File: src/rtl/sas_pkg.sv
// shared constants, op codes and control structs for the spritz unit
// no dependencies
`timescale 1ns / 1ps

package sas_pkg;

    localparam int PERM_SIZE = 256;
    localparam int IDX_W     = 8;
    localparam int CNT_W     = 9;
    localparam int OP_W      = 5;

    // request codes
    localparam logic [1:0] ACT_INIT = 2'd0;
    localparam logic [1:0] ACT_ABS  = 2'd1;
    localparam logic [1:0] ACT_DRIP = 2'd2;

    // datapath micro-ops
    localparam logic [OP_W-1:0] OP_NOP   = 5'd0;
    localparam logic [OP_W-1:0] OP_INIT  = 5'd1;
    localparam logic [OP_W-1:0] OP_U0    = 5'd2;
    localparam logic [OP_W-1:0] OP_U1    = 5'd3;
    localparam logic [OP_W-1:0] OP_U2    = 5'd4;
    localparam logic [OP_W-1:0] OP_U3    = 5'd5;
    localparam logic [OP_W-1:0] OP_U4    = 5'd6;
    localparam logic [OP_W-1:0] OP_WSTEP = 5'd7;
    localparam logic [OP_W-1:0] OP_C0    = 5'd8;
    localparam logic [OP_W-1:0] OP_C1    = 5'd9;
    localparam logic [OP_W-1:0] OP_C2    = 5'd10;
    localparam logic [OP_W-1:0] OP_C3    = 5'd11;
    localparam logic [OP_W-1:0] OP_A0    = 5'd12;
    localparam logic [OP_W-1:0] OP_A1    = 5'd13;
    localparam logic [OP_W-1:0] OP_A2    = 5'd14;
    localparam logic [OP_W-1:0] OP_A3    = 5'd15;
    localparam logic [OP_W-1:0] OP_D0    = 5'd16;
    localparam logic [OP_W-1:0] OP_D1    = 5'd17;
    localparam logic [OP_W-1:0] OP_D2    = 5'd18;
    localparam logic [OP_W-1:0] OP_D3    = 5'd19;

    localparam logic [IDX_W-1:0] HALF_IDX = 8'd128;
    localparam logic [CNT_W-1:0] WHIP_LAST = 9'd511;
    localparam logic [6:0]       CRUSH_LAST = 7'd127;
    localparam logic [2:0]       PHASE_LAST = 3'd4;

    typedef struct packed {
        logic [OP_W-1:0] op;
        logic            cnt_clr;
        logic            cnt_inc;
        logic            a_clr;
        logic            key_ld;
        logic            hi;
    } t_cmd;

    typedef struct packed {
        logic a_full;
        logic a_zero;
        logic whip_last;
        logic crush_last;
    } t_sts;

endpackage

File: src/rtl/sas_if.sv
// request and keystream channel interfaces
// depends on nothing but the package widths being 2/8/8
`timescale 1ns / 1ps

interface sas_in_if;
    logic       valid;
    logic       ready;
    logic [1:0] action;
    logic [7:0] key_byte;
    modport source (output valid, output action, output key_byte, input ready);
    modport sink   (input valid, input action, input key_byte, output ready);
endinterface

interface sas_out_if;
    logic       valid;
    logic       ready;
    logic [7:0] random_byte;
    modport source (output valid, output random_byte, input ready);
    modport sink   (input valid, input random_byte, output ready);
endinterface

File: src/rtl/sas_dpath.sv
// spritz datapath: permutation memory, index registers, loop counter
// depends on sas_pkg
`timescale 1ns / 1ps

module sas_dpath (
    input  logic                i_clk,
    input  logic                i_rst_n,
    input  sas_pkg::t_cmd       i_cmd,
    input  logic [7:0]          i_key_byte,
    output sas_pkg::t_sts       o_sts,
    output logic [7:0]          o_random_byte
);

    logic [7:0] mem [sas_pkg::PERM_SIZE];
    logic [sas_pkg::PERM_SIZE-1:0] r_vld;

    logic [7:0] r_i, r_j, r_k, r_w, r_a, r_z, r_t, r_key, r_out;
    logic       r_sw;
    logic [sas_pkg::CNT_W-1:0] r_cnt;
    logic [7:0] r_rd_mem, r_rd_addr;
    logic       r_rd_vld;

    logic [7:0] s_val, s_nib_addr, s_v, rd_addr, wr_addr, wr_data;
    logic       rd_en, wr_en;

    // read value: entries never written since init hold their own index
    assign s_val = r_rd_vld ? r_rd_mem : r_rd_addr;
    assign s_nib_addr = sas_pkg::HALF_IDX + {4'd0, (i_cmd.hi ? r_key[7:4] : r_key[3:0])};
    assign s_v = {1'b0, r_cnt[6:0]};

    // address and write port selection
    always_comb begin
        rd_en = 1'b1;
        rd_addr = r_i + r_w;
        wr_en = 1'b0;
        wr_addr = r_i;
        wr_data = s_val;
        case (i_cmd.op)
            sas_pkg::OP_U0: rd_addr = r_i + r_w;
            sas_pkg::OP_U1: rd_addr = r_j + s_val;
            sas_pkg::OP_U2: rd_addr = r_k + s_val;
            sas_pkg::OP_C0: rd_addr = s_v;
            sas_pkg::OP_C1: rd_addr = ~s_v;
            sas_pkg::OP_A0: rd_addr = r_a;
            sas_pkg::OP_A1: rd_addr = s_nib_addr;
            sas_pkg::OP_D0: rd_addr = r_z + r_k;
            sas_pkg::OP_D1: rd_addr = r_i + s_val;
            sas_pkg::OP_D2: rd_addr = r_j + s_val;
            default:        rd_en = 1'b0;
        endcase
        case (i_cmd.op)
            sas_pkg::OP_U3: begin
                wr_en = 1'b1; wr_addr = r_i; wr_data = s_val;
            end
            sas_pkg::OP_U4: begin
                wr_en = 1'b1; wr_addr = r_j; wr_data = r_t;
            end
            sas_pkg::OP_C2: begin
                wr_en = (r_t > s_val); wr_addr = s_v; wr_data = s_val;
            end
            sas_pkg::OP_C3: begin
                wr_en = r_sw; wr_addr = ~s_v; wr_data = r_t;
            end
            sas_pkg::OP_A2: begin
                wr_en = 1'b1; wr_addr = r_a; wr_data = s_val;
            end
            sas_pkg::OP_A3: begin
                wr_en = 1'b1; wr_addr = s_nib_addr; wr_data = r_t;
            end
            default: wr_en = 1'b0;
        endcase
    end

    // permutation memory with registered read
    always_ff @(posedge i_clk) begin
        if (wr_en) begin
            mem[wr_addr] <= wr_data;
        end
        if (rd_en) begin
            r_rd_mem  <= mem[rd_addr];
            r_rd_addr <= rd_addr;
        end
    end

    // written flags, cleared at once by reset and reinit
    always_ff @(posedge i_clk) begin
        if (!i_rst_n || i_cmd.op == sas_pkg::OP_INIT) begin
            r_vld <= '0;
            r_rd_vld <= 1'b0;
        end else begin
            if (wr_en) begin
                r_vld[wr_addr] <= 1'b1;
            end
            if (rd_en) begin
                r_rd_vld <= r_vld[rd_addr];
            end
        end
    end

    // index and scratch registers
    always_ff @(posedge i_clk) begin
        if (!i_rst_n || i_cmd.op == sas_pkg::OP_INIT) begin
            r_i <= '0; r_j <= '0; r_k <= '0; r_a <= '0; r_z <= '0;
            r_w <= 8'd1;
        end else begin
            case (i_cmd.op)
                sas_pkg::OP_U0:    r_i <= r_i + r_w;
                sas_pkg::OP_U1:    r_t <= s_val;
                sas_pkg::OP_U2:    r_j <= r_k + s_val;
                sas_pkg::OP_U3:    r_k <= r_i + r_k + s_val;
                sas_pkg::OP_C1:    r_t <= s_val;
                sas_pkg::OP_C2:    r_sw <= (r_t > s_val);
                sas_pkg::OP_A1:    r_t <= s_val;
                sas_pkg::OP_A3:    r_a <= r_a + 8'd1;
                sas_pkg::OP_WSTEP: begin
                    r_w <= r_w + 8'd2;
                    if (i_cmd.a_clr) begin
                        r_a <= '0;
                    end
                end
                sas_pkg::OP_D3: begin
                    r_z <= s_val;
                    r_out <= s_val;
                end
                default: r_sw <= r_sw;
            endcase
        end
    end

    // key latch and loop counter
    always_ff @(posedge i_clk) begin
        if (i_cmd.key_ld) begin
            r_key <= i_key_byte;
        end
        if (!i_rst_n || i_cmd.cnt_clr) begin
            r_cnt <= '0;
        end else if (i_cmd.cnt_inc) begin
            r_cnt <= r_cnt + 9'd1;
        end
    end

    assign o_sts.a_full     = (r_a == sas_pkg::HALF_IDX);
    assign o_sts.a_zero     = (r_a == 8'd0);
    assign o_sts.whip_last  = (r_cnt == sas_pkg::WHIP_LAST);
    assign o_sts.crush_last = (r_cnt[6:0] == sas_pkg::CRUSH_LAST);
    assign o_random_byte    = r_out;

endmodule

File: src/rtl/sas_ctrl.sv
// spritz sequencer: request decode, update/whip/crush/absorb/drip steps
// depends on sas_pkg
`timescale 1ns / 1ps

module sas_ctrl (
    input  logic          i_clk,
    input  logic          i_rst_n,
    input  logic          i_in_valid,
    input  logic [1:0]    i_action,
    output logic          o_in_ready,
    input  logic          i_out_ready,
    output logic          o_out_valid,
    input  sas_pkg::t_sts i_sts,
    output sas_pkg::t_cmd o_cmd
);

    localparam logic [4:0] S_IDLE = 5'd0;
    localparam logic [4:0] S_ACHK = 5'd1;
    localparam logic [4:0] S_DCHK = 5'd2;
    localparam logic [4:0] S_U0   = 5'd3;
    localparam logic [4:0] S_U1   = 5'd4;
    localparam logic [4:0] S_U2   = 5'd5;
    localparam logic [4:0] S_U3   = 5'd6;
    localparam logic [4:0] S_U4   = 5'd7;
    localparam logic [4:0] S_WS   = 5'd8;
    localparam logic [4:0] S_C0   = 5'd9;
    localparam logic [4:0] S_C1   = 5'd10;
    localparam logic [4:0] S_C2   = 5'd11;
    localparam logic [4:0] S_C3   = 5'd12;
    localparam logic [4:0] S_A0   = 5'd13;
    localparam logic [4:0] S_A1   = 5'd14;
    localparam logic [4:0] S_A2   = 5'd15;
    localparam logic [4:0] S_A3   = 5'd16;
    localparam logic [4:0] S_D0   = 5'd17;
    localparam logic [4:0] S_D1   = 5'd18;
    localparam logic [4:0] S_D2   = 5'd19;
    localparam logic [4:0] S_D3   = 5'd20;

    logic [4:0] r_state, n_state;
    logic [2:0] r_phase, n_phase;
    logic       r_shuf, n_shuf;
    logic       r_drip, n_drip;
    logic       r_hi, n_hi;
    logic       r_ovld, n_ovld;
    logic       out_free;

    assign out_free = !r_ovld || i_out_ready;
    assign o_out_valid = r_ovld;

    // next state and command decode
    always_comb begin
        n_state = r_state;
        n_phase = r_phase;
        n_shuf  = r_shuf;
        n_drip  = r_drip;
        n_hi    = r_hi;
        n_ovld  = r_ovld && !i_out_ready;
        o_in_ready = 1'b0;
        o_cmd = '0;
        o_cmd.op = sas_pkg::OP_NOP;
        o_cmd.hi = r_hi;
        case (r_state)
            S_IDLE: begin
                o_in_ready = 1'b1;
                if (i_in_valid) begin
                    case (i_action)
                        sas_pkg::ACT_INIT: o_cmd.op = sas_pkg::OP_INIT;
                        sas_pkg::ACT_ABS: begin
                            o_cmd.key_ld = 1'b1;
                            n_hi = 1'b0;
                            n_drip = 1'b0;
                            n_state = S_ACHK;
                        end
                        sas_pkg::ACT_DRIP: begin
                            n_drip = 1'b1;
                            n_state = S_DCHK;
                        end
                        default: n_state = S_IDLE;
                    endcase
                end
            end
            S_ACHK: begin
                if (i_sts.a_full) begin
                    n_shuf = 1'b1; n_phase = '0; o_cmd.cnt_clr = 1'b1; n_state = S_U0;
                end else begin
                    n_state = S_A0;
                end
            end
            S_DCHK: begin
                o_cmd.cnt_clr = 1'b1;
                n_phase = '0;
                n_shuf = !i_sts.a_zero;
                n_state = S_U0;
            end
            S_U0: begin o_cmd.op = sas_pkg::OP_U0; n_state = S_U1; end
            S_U1: begin o_cmd.op = sas_pkg::OP_U1; n_state = S_U2; end
            S_U2: begin o_cmd.op = sas_pkg::OP_U2; n_state = S_U3; end
            S_U3: begin o_cmd.op = sas_pkg::OP_U3; n_state = S_U4; end
            S_U4: begin
                o_cmd.op = sas_pkg::OP_U4;
                if (!r_shuf) begin
                    n_state = S_D0;
                end else if (i_sts.whip_last) begin
                    n_state = S_WS;
                end else begin
                    o_cmd.cnt_inc = 1'b1;
                    n_state = S_U0;
                end
            end
            // end of a whip: advance w, then crush or leave the shuffle
            S_WS: begin
                o_cmd.op = sas_pkg::OP_WSTEP;
                o_cmd.cnt_clr = 1'b1;
                if (r_phase == sas_pkg::PHASE_LAST) begin
                    o_cmd.a_clr = 1'b1;
                    n_shuf = 1'b0;
                    n_state = r_drip ? S_U0 : S_A0;
                end else begin
                    n_phase = r_phase + 3'd2;
                    n_state = S_C0;
                end
            end
            S_C0: begin o_cmd.op = sas_pkg::OP_C0; n_state = S_C1; end
            S_C1: begin o_cmd.op = sas_pkg::OP_C1; n_state = S_C2; end
            S_C2: begin o_cmd.op = sas_pkg::OP_C2; n_state = S_C3; end
            S_C3: begin
                o_cmd.op = sas_pkg::OP_C3;
                if (i_sts.crush_last) begin
                    o_cmd.cnt_clr = 1'b1; n_state = S_U0;
                end else begin
                    o_cmd.cnt_inc = 1'b1; n_state = S_C0;
                end
            end
            S_A0: begin o_cmd.op = sas_pkg::OP_A0; n_state = S_A1; end
            S_A1: begin o_cmd.op = sas_pkg::OP_A1; n_state = S_A2; end
            S_A2: begin o_cmd.op = sas_pkg::OP_A2; n_state = S_A3; end
            S_A3: begin
                o_cmd.op = sas_pkg::OP_A3;
                if (!r_hi) begin
                    n_hi = 1'b1; n_state = S_ACHK;
                end else begin
                    n_state = S_IDLE;
                end
            end
            S_D0: begin o_cmd.op = sas_pkg::OP_D0; n_state = S_D1; end
            S_D1: begin o_cmd.op = sas_pkg::OP_D1; n_state = S_D2; end
            S_D2: begin o_cmd.op = sas_pkg::OP_D2; n_state = S_D3; end
            // hold the byte until the output register is free
            S_D3: begin
                if (out_free) begin
                    o_cmd.op = sas_pkg::OP_D3;
                    n_ovld = 1'b1;
                    n_state = S_IDLE;
                end
            end
            default: n_state = S_IDLE;
        endcase
    end

    always_ff @(posedge i_clk) begin
        if (!i_rst_n) begin
            r_state <= S_IDLE;
            r_phase <= '0;
            r_shuf  <= 1'b0;
            r_drip  <= 1'b0;
            r_hi    <= 1'b0;
            r_ovld  <= 1'b0;
        end else begin
            r_state <= n_state;
            r_phase <= n_phase;
            r_shuf  <= n_shuf;
            r_drip  <= n_drip;
            r_hi    <= n_hi;
            r_ovld  <= n_ovld;
        end
    end

endmodule

File: src/rtl/spritz_absorb_squeeze_unit.sv
// channel   | dir | payload              | beat when
// i_in      | in  | action, key_byte     | valid && ready
// o_out     | out | random_byte          | valid && ready
//
// one request at a time; every memory step is one read or one write of the
// single-port 256x8 permutation ram, so an update runs through the steps U0 to U4
// drip: idle, check, update, 4 output steps; absorb: idle plus two nibbles
// of a check and 4 steps each
// a shuffle adds 3 x 512 updates, 3 w steps and 2 x 128 crush steps
// reset and reinit take effect at once through per-entry written flags
// a drip result waits in an output register; with a stalled sink the unit
// keeps going until the next drip reaches its output step, then all input waits
// depends on sas_pkg, sas_if, sas_ctrl, sas_dpath
`timescale 1ns / 1ps

module spritz_absorb_squeeze_unit (
    input  logic      i_clk,
    input  logic      i_rst_n,
    sas_in_if.sink    i_in,
    sas_out_if.source o_out
);

    sas_pkg::t_cmd cmd;
    sas_pkg::t_sts sts;

    // sequencer
    sas_ctrl u_ctrl (
        .i_clk       (i_clk),
        .i_rst_n     (i_rst_n),
        .i_in_valid  (i_in.valid),
        .i_action    (i_in.action),
        .o_in_ready  (i_in.ready),
        .i_out_ready (o_out.ready),
        .o_out_valid (o_out.valid),
        .i_sts       (sts),
        .o_cmd       (cmd)
    );

    // memory and registers
    sas_dpath u_dpath (
        .i_clk         (i_clk),
        .i_rst_n       (i_rst_n),
        .i_cmd         (cmd),
        .i_key_byte    (i_in.key_byte),
        .o_sts         (sts),
        .o_random_byte (o_out.random_byte)
    );

endmodule

File: src/flat_wrapper.sv
// flat-port wrapper written by rule: the top's interface ports become plain ports
module spritz_absorb_squeeze_unit_flat 
  (i_clk, i_rst_n, i_in_valid, i_in_action, i_in_key_byte, i_in_ready, o_out_valid, o_out_random_byte, o_out_ready);
  sas_in_if i_in_i ();
  sas_out_if o_out_i ();
  input  logic i_clk;
  input  logic i_rst_n;
  input wire logic [$bits(i_in_i.valid)-1:0] i_in_valid;
  input wire logic [$bits(i_in_i.action)-1:0] i_in_action;
  input wire logic [$bits(i_in_i.key_byte)-1:0] i_in_key_byte;
  output wire logic [$bits(i_in_i.ready)-1:0] i_in_ready;
  output wire logic [$bits(o_out_i.valid)-1:0] o_out_valid;
  output wire logic [$bits(o_out_i.random_byte)-1:0] o_out_random_byte;
  input wire logic [$bits(o_out_i.ready)-1:0] o_out_ready;
  assign i_in_i.valid = i_in_valid;
  assign i_in_i.action = i_in_action;
  assign i_in_i.key_byte = i_in_key_byte;
  assign i_in_ready = i_in_i.ready;
  assign o_out_valid = o_out_i.valid;
  assign o_out_random_byte = o_out_i.random_byte;
  assign o_out_i.ready = o_out_ready;
  spritz_absorb_squeeze_unit u_core (.i_clk(i_clk), .i_rst_n(i_rst_n), .i_in(i_in_i), .o_out(o_out_i));
endmodule
File: config.mk
export PLATFORM = sky130hd
export DESIGN_NAME = spritz_absorb_squeeze_unit_flat
export DESIGN_NICKNAME = d
export VERILOG_FILES = /design/src/rtl/sas_pkg.sv /design/src/rtl/sas_if.sv /design/src/rtl/sas_dpath.sv /design/src/rtl/sas_ctrl.sv /design/src/rtl/spritz_absorb_squeeze_unit.sv /design/src/flat_wrapper.sv
export SDC_FILE = /design/constraint.sdc
export NUM_CORES = 2
export LEC_CHECK = 0
export CAP_MARGIN = 20
export CORE_ASPECT_RATIO = 0.75
export CORE_UTILIZATION = 30
export DETAILED_ROUTE_END_ITERATION = 12
export DONT_BUFFER_PORTS = 1
export GPL_ROUTABILITY_DRIVEN = 0
export PLACE_DENSITY = 0.5
export SLEW_MARGIN = 20
export SYNTH_ARGS = -nofsm -noshare
export SYNTH_HDL_FRONTEND = slang
export SYNTH_SLANG_ARGS = --single-unit
export TNS_END_PERCENT = 100
File: constraint.sdc
create_clock -name i_clk -period 29.2 [get_ports i_clk]
set_input_delay 1.46 -clock i_clk [delete_from_list [all_inputs] [get_ports i_clk]]
set_output_delay 1.46 -clock i_clk [all_outputs]
set_load 0.05 [all_outputs]
==> run summary <==
DETAILED ROUTING
--------------------------------------------------------------------------------------------------------
Final routed DRC violation total                                                                       0
Mean routed wirelength per cell                                                                  26.1 um
Drt pass-1 iters                                                                                       6
Vias per cell                                                                                       5.36
Initial detailed-routing violation count                                                           8,382
Post-route ant nets                                                                                    0
Wire length after detailed routing                                                            327,000 um
Via count                                                                                         67,300

LOGIC SYNTHESIS
--------------------------------------------------------------------------------------------------------
Multiplexer share of the synthesized area                                                         0.0253
Leading register cell type out of synthesis                                                     edfxtp_1
Synth Cell Area                                                                               99,400 um2
Dominant combinational cell family by area after synthesis                                  simple AND/OR/NAND/NOR gates
Number of standard cells after synthesis                                                           8,087
Synth Area in Compound Gates                                                                      0.0923
Unique cell type count in the Yosys netlist                                                           86
Synthesized area divided by synthesized cell count                                              12.3 um2
Flip-flop and latch count after synthesis                                                          2,413
Number of nets in the synthesized netlist                                                          8,164
Xor/xnor cell area share of the yosys netlist                                                    0.00388
Post-synth ARST share                                                                                  0
Number of synthesis warnings                                                                           0
Post-synth EDFFs                                                                                   2,089
Share of the yosys chip area belonging to registers                                                0.696
Share of synthesized cell area in full adder, half adder and majority cells                      0.00883
Share of synthesized cell area in and, or, nand and nor gates                                      0.145

CLOCK TREE
--------------------------------------------------------------------------------------------------------
Latest clock arrival within the worst-skew pair                                                   920 ps
Post_cts resized                                                                                       0
Clock tree from TritonCTS                                                                            yes
CTS Root Buffer Type                                                                           clkbuf_16
Hold-fix buffers, CTS                                                                                  0
Inserted Clock Buffers                                                                               231
Post-CTS setup buffer count                                                                            0
CTS Sinks                                                                                          2,413
Number of buffers on the longest clock path                                                            4
Post-CTS clock slew at the launch and capture registers of the worst setup and hold paths          70 ps
Number of H-tree levels                                                                                4

DIE
--------------------------------------------------------------------------------------------------------
Row count                                                                                            182
Die boundary width                                                                                667 um
Full die area                                                                                334,000 um2
Number of ports placed on the die boundary                                                            24
Die outline height                                                                                501 um
Floorplan Core Area                                                                          329,000 um2
Initial Utilization                                                                                0.302

GLOBAL ROUTING
--------------------------------------------------------------------------------------------------------
First-pass GRT wire length                                                                    468,000 um
Vias in the first global route                                                                    62,800
Antenna violations before repair                                                                      16
Largest net degree at the start of global routing                                                    193
Leftover overflow at the end of global routing                                                         0
Global routing usage summed across all routing layers                                              0.189

POWER AND IR DROP
--------------------------------------------------------------------------------------------------------
Power per standard cell area                                                                  111 nW/um2
Net Sw Power                                                                                     5.22 mW
Sum of internal, switching and leakage power                                                     12.4 mW
Proportion of power drawn by combinational gates                                                   0.402
Leakage power total                                                                              37.1 nW
Switching share of power                                                                           0.420
Internal power contribution                                                                      7.19 mW
Peak supply drop                                                                                  190 uV
Clock Power Share                                                                                  0.243
Proportion of power drawn by flip-flops and latches                                                0.355

STA
--------------------------------------------------------------------------------------------------------
Hold Slack                                                                                        464 ps
Relative slew slack                                                                                0.136
Transition time at the pin with the least slew margin                                            1290 ps
Final Max Slew Viols                                                                                   0
Time the worst path needs with I/O delays and setup                                              8950 ps
Post-route setup TNS                                                                                0 ps
Final hold violation count                                                                             0
RSZ-0062 raised after global routing                                                               false
Final period util                                                                                  0.306
Highest achievable clock rate                                                                    112 MHz
Final setup violation count                                                                            0
Setup ws final                                                                                 20,250 ps
Fin Clk Skew                                                                                     78.8 ps

HOLD PATH
--------------------------------------------------------------------------------------------------------
Class of the worst hold path                                                                register to register

SETUP PATH
--------------------------------------------------------------------------------------------------------
Crit path arrival time                                                                           9780 ps
Kind of end point of the critical path                                                          register
Critical setup path kind                                                                    register to register
Required arrival time at the worst endpoint                                                    30,030 ps
Critical path startpoint category                                                               register
Biggest fanout along the worst timing path                                                           182

FINAL LAYOUT
--------------------------------------------------------------------------------------------------------
FILL cells                                                                                        32,400
Area growth from synthesis to final layout                                                         12.4%
Most common cell after layout, fill and taps aside                                              edfxtp_1
Final instance count without filler cells                                                         12,600
Fraction of layout instances using a drive strength above 1                                       0.0786
Total non-filler cell area in the finished layout                                            112,000 um2
Leading cell types in the layout, fill and taps excluded                                    edfxtp_1 (2,089), nand2_1 (1,962), nand3_1 (608)
Nets                                                                                               8,020
Final core utilization                                                                             0.340

RUN
--------------------------------------------------------------------------------------------------------
Maximum Capacitance Violations                                                                         0

PLACEMENT
--------------------------------------------------------------------------------------------------------
DP Worst Slack                                                                                 20,320 ps
DP Wirelength                                                                                 191,000 um
Number of port buffers                                                                                 0
Placement Cell Area                                                                          104,000 um2
# placed instances                                                                                12,100

RUN STATUS
--------------------------------------------------------------------------------------------------------
Run status                                                                                  complete, no violations

## power by group through the flow
stage / Combinational [mW] / Clock [mW] / Sequential [mW]
floorplan: 2.82 / 0 / 4.70
global placement: 4.89 / 0 / 4.47
detailed placement: 4.93 / 0 / 4.47
CTS: 4.94 / 3.05 / 4.40
global route: 5.27 / 3.19 / 4.40
finish: 4.99 / 3.01 / 4.40
## per-layer routing
metal | GRT usage | wire length, um | vias up
met4 | 0.0441 | 7260 | 8
met3 | 0.0382 | 29600 | 420
li1 | - | - | 29500
met2 | 0.274 | 139000 | 2835
met5 | 0 | 52 | -
met1 | 0.289 | 152000 | 34500
## final timing paths
check	from	cells past startpoint	endpoint	slack [ps]
worst max register to register	u_core.u_ctrl.r_state[2]$_SDFFE_PN0P_	20	u_core.u_dpath.r_rd_vld$_SDFFE_PP0P_	20250
worst max-delay path	u_core.u_ctrl.r_state[2]$_SDFFE_PN0P_	20	u_core.u_dpath.r_rd_vld$_SDFFE_PP0P_	20250
worst min register to register	u_core.u_dpath.r_vld[174]$_SDFFE_PP0P_	1	u_core.u_dpath.r_vld[174]$_SDFFE_PP0P_	460
worst min-delay path	u_core.u_dpath.r_vld[174]$_SDFFE_PP0P_	1	u_core.u_dpath.r_vld[174]$_SDFFE_PP0P_	460
## cell usage after synthesis, types with 15 or more instances
| library cell | instances | area share |
|---|---|---|
| a22oi_1 | 40 | 0.0030 |
| a32oi_1 | 66 | 0.0058 |
| clkbuf_1 | 221 | 0.0083 |
| buf_1 | 49 | 0.0018 |
| a31oi_1 | 126 | 0.0079 |
| edfxtp_1 | 2089 | 0.63 |
| a311oi_1 | 193 | 0.017 |
| and3_1 | 116 | 0.0073 |
| nand3_1 | 609 | 0.031 |
| a21oi_1 | 286 | 0.014 |
| nor2_1 | 408 | 0.015 |
| inv_1 | 83 | 0.0031 |
| a21o_1 | 15 | 0.0011 |
| nor4_1 | 42 | 0.0026 |
| nor3_1 | 100 | 0.0050 |
| nand2_1 | 1979 | 0.075 |
| o221ai_1 | 23 | 0.0020 |
| nor2b_1 | 17 | 0.0011 |
| buf_2 | 245 | 0.012 |
| nand4_1 | 32 | 0.0020 |
| dfxtp_1 | 324 | 0.065 |
| xor2_1 | 21 | 0.0018 |
| ha_1 | 51 | 0.0064 |
| buf_4 | 34 | 0.0026 |
| a211oi_1 | 73 | 0.0055 |
| o21a_1 | 269 | 0.020 |
| xnor2_1 | 23 | 0.0020 |
| o21ai_0 | 66 | 0.0033 |
| mux2i_1 | 241 | 0.024 |
| o22ai_1 | 22 | 0.0014 |
## critical path: stages, from the launching register on
cell and delay (ps):
dfxtp_1 790, or4b_1 530, a21oi_1 830, o21ai_0 200, ha_1 340, inv_1 60, o22a_2 230, buf_4 250
and3_4 420, inv_16 510, buf_4 660, buf_4 790, buf_4 750, buf_4 540, nand2_1 100, a311oi_1 270
a311oi_1 90, a21oi_1 480, o211a_1 390, a21oi_1 100, a211oi_1 280
## final cells by class
cell class | count | area [um2] | share of cell area
flip-flops and latches | 2413 | 69200 | 0.619
clock inverters | 102 | 906 | 0.00810
repair buffers | 177 | 1520 | 0.0136
well taps | 4416 | 5530 | 0.0494
clock buffers | 321 | 6470 | 0.0579
diodes | 6 | 15.0 | 0.000134
inverters | 88 | 364 | 0.00326
multi-input cells | 5032 | 27800 | 0.248
## sequential cells by signal, summed over array words and instances (netlist names), 2 cells and up
name and flops:
u_core.u_dpath.o_random_byte 8, u_core.u_dpath.r_z 8, u_core.u_dpath.r_i 8, u_core.u_ctrl.r_state 5, u_core.u_dpath.r_cnt 9, u_core.u_dpath.r_w 7
u_core.u_dpath.r_k 8, u_core.u_dpath.r_rd_mem 8, u_core.u_dpath.r_vld 256, u_core.u_dpath.r_key 8, u_core.u_dpath.mem 2048, u_core.u_ctrl.r_phase 2
u_core.u_dpath.r_rd_addr 8, u_core.u_dpath.r_a 8, u_core.u_dpath.r_j 8, u_core.u_dpath.r_t 8
## kinds of logic (layout without fill, tap and decap cells)
logic type | Yosys count | count (layout)
AO/OA/AOI/OAI | 1297 | 1297
flip-flops | 2413 | 2413
multiplexers | 250 | 250
XOR/XNOR | 44 | 44
adder cells (fa/ha/maj) | 63 | 63
other | 0 | 6
buffers and inverters | 642 | 688
AND/OR/NAND/NOR | 3378 | 3378
(Power assumes the default switching activity.)
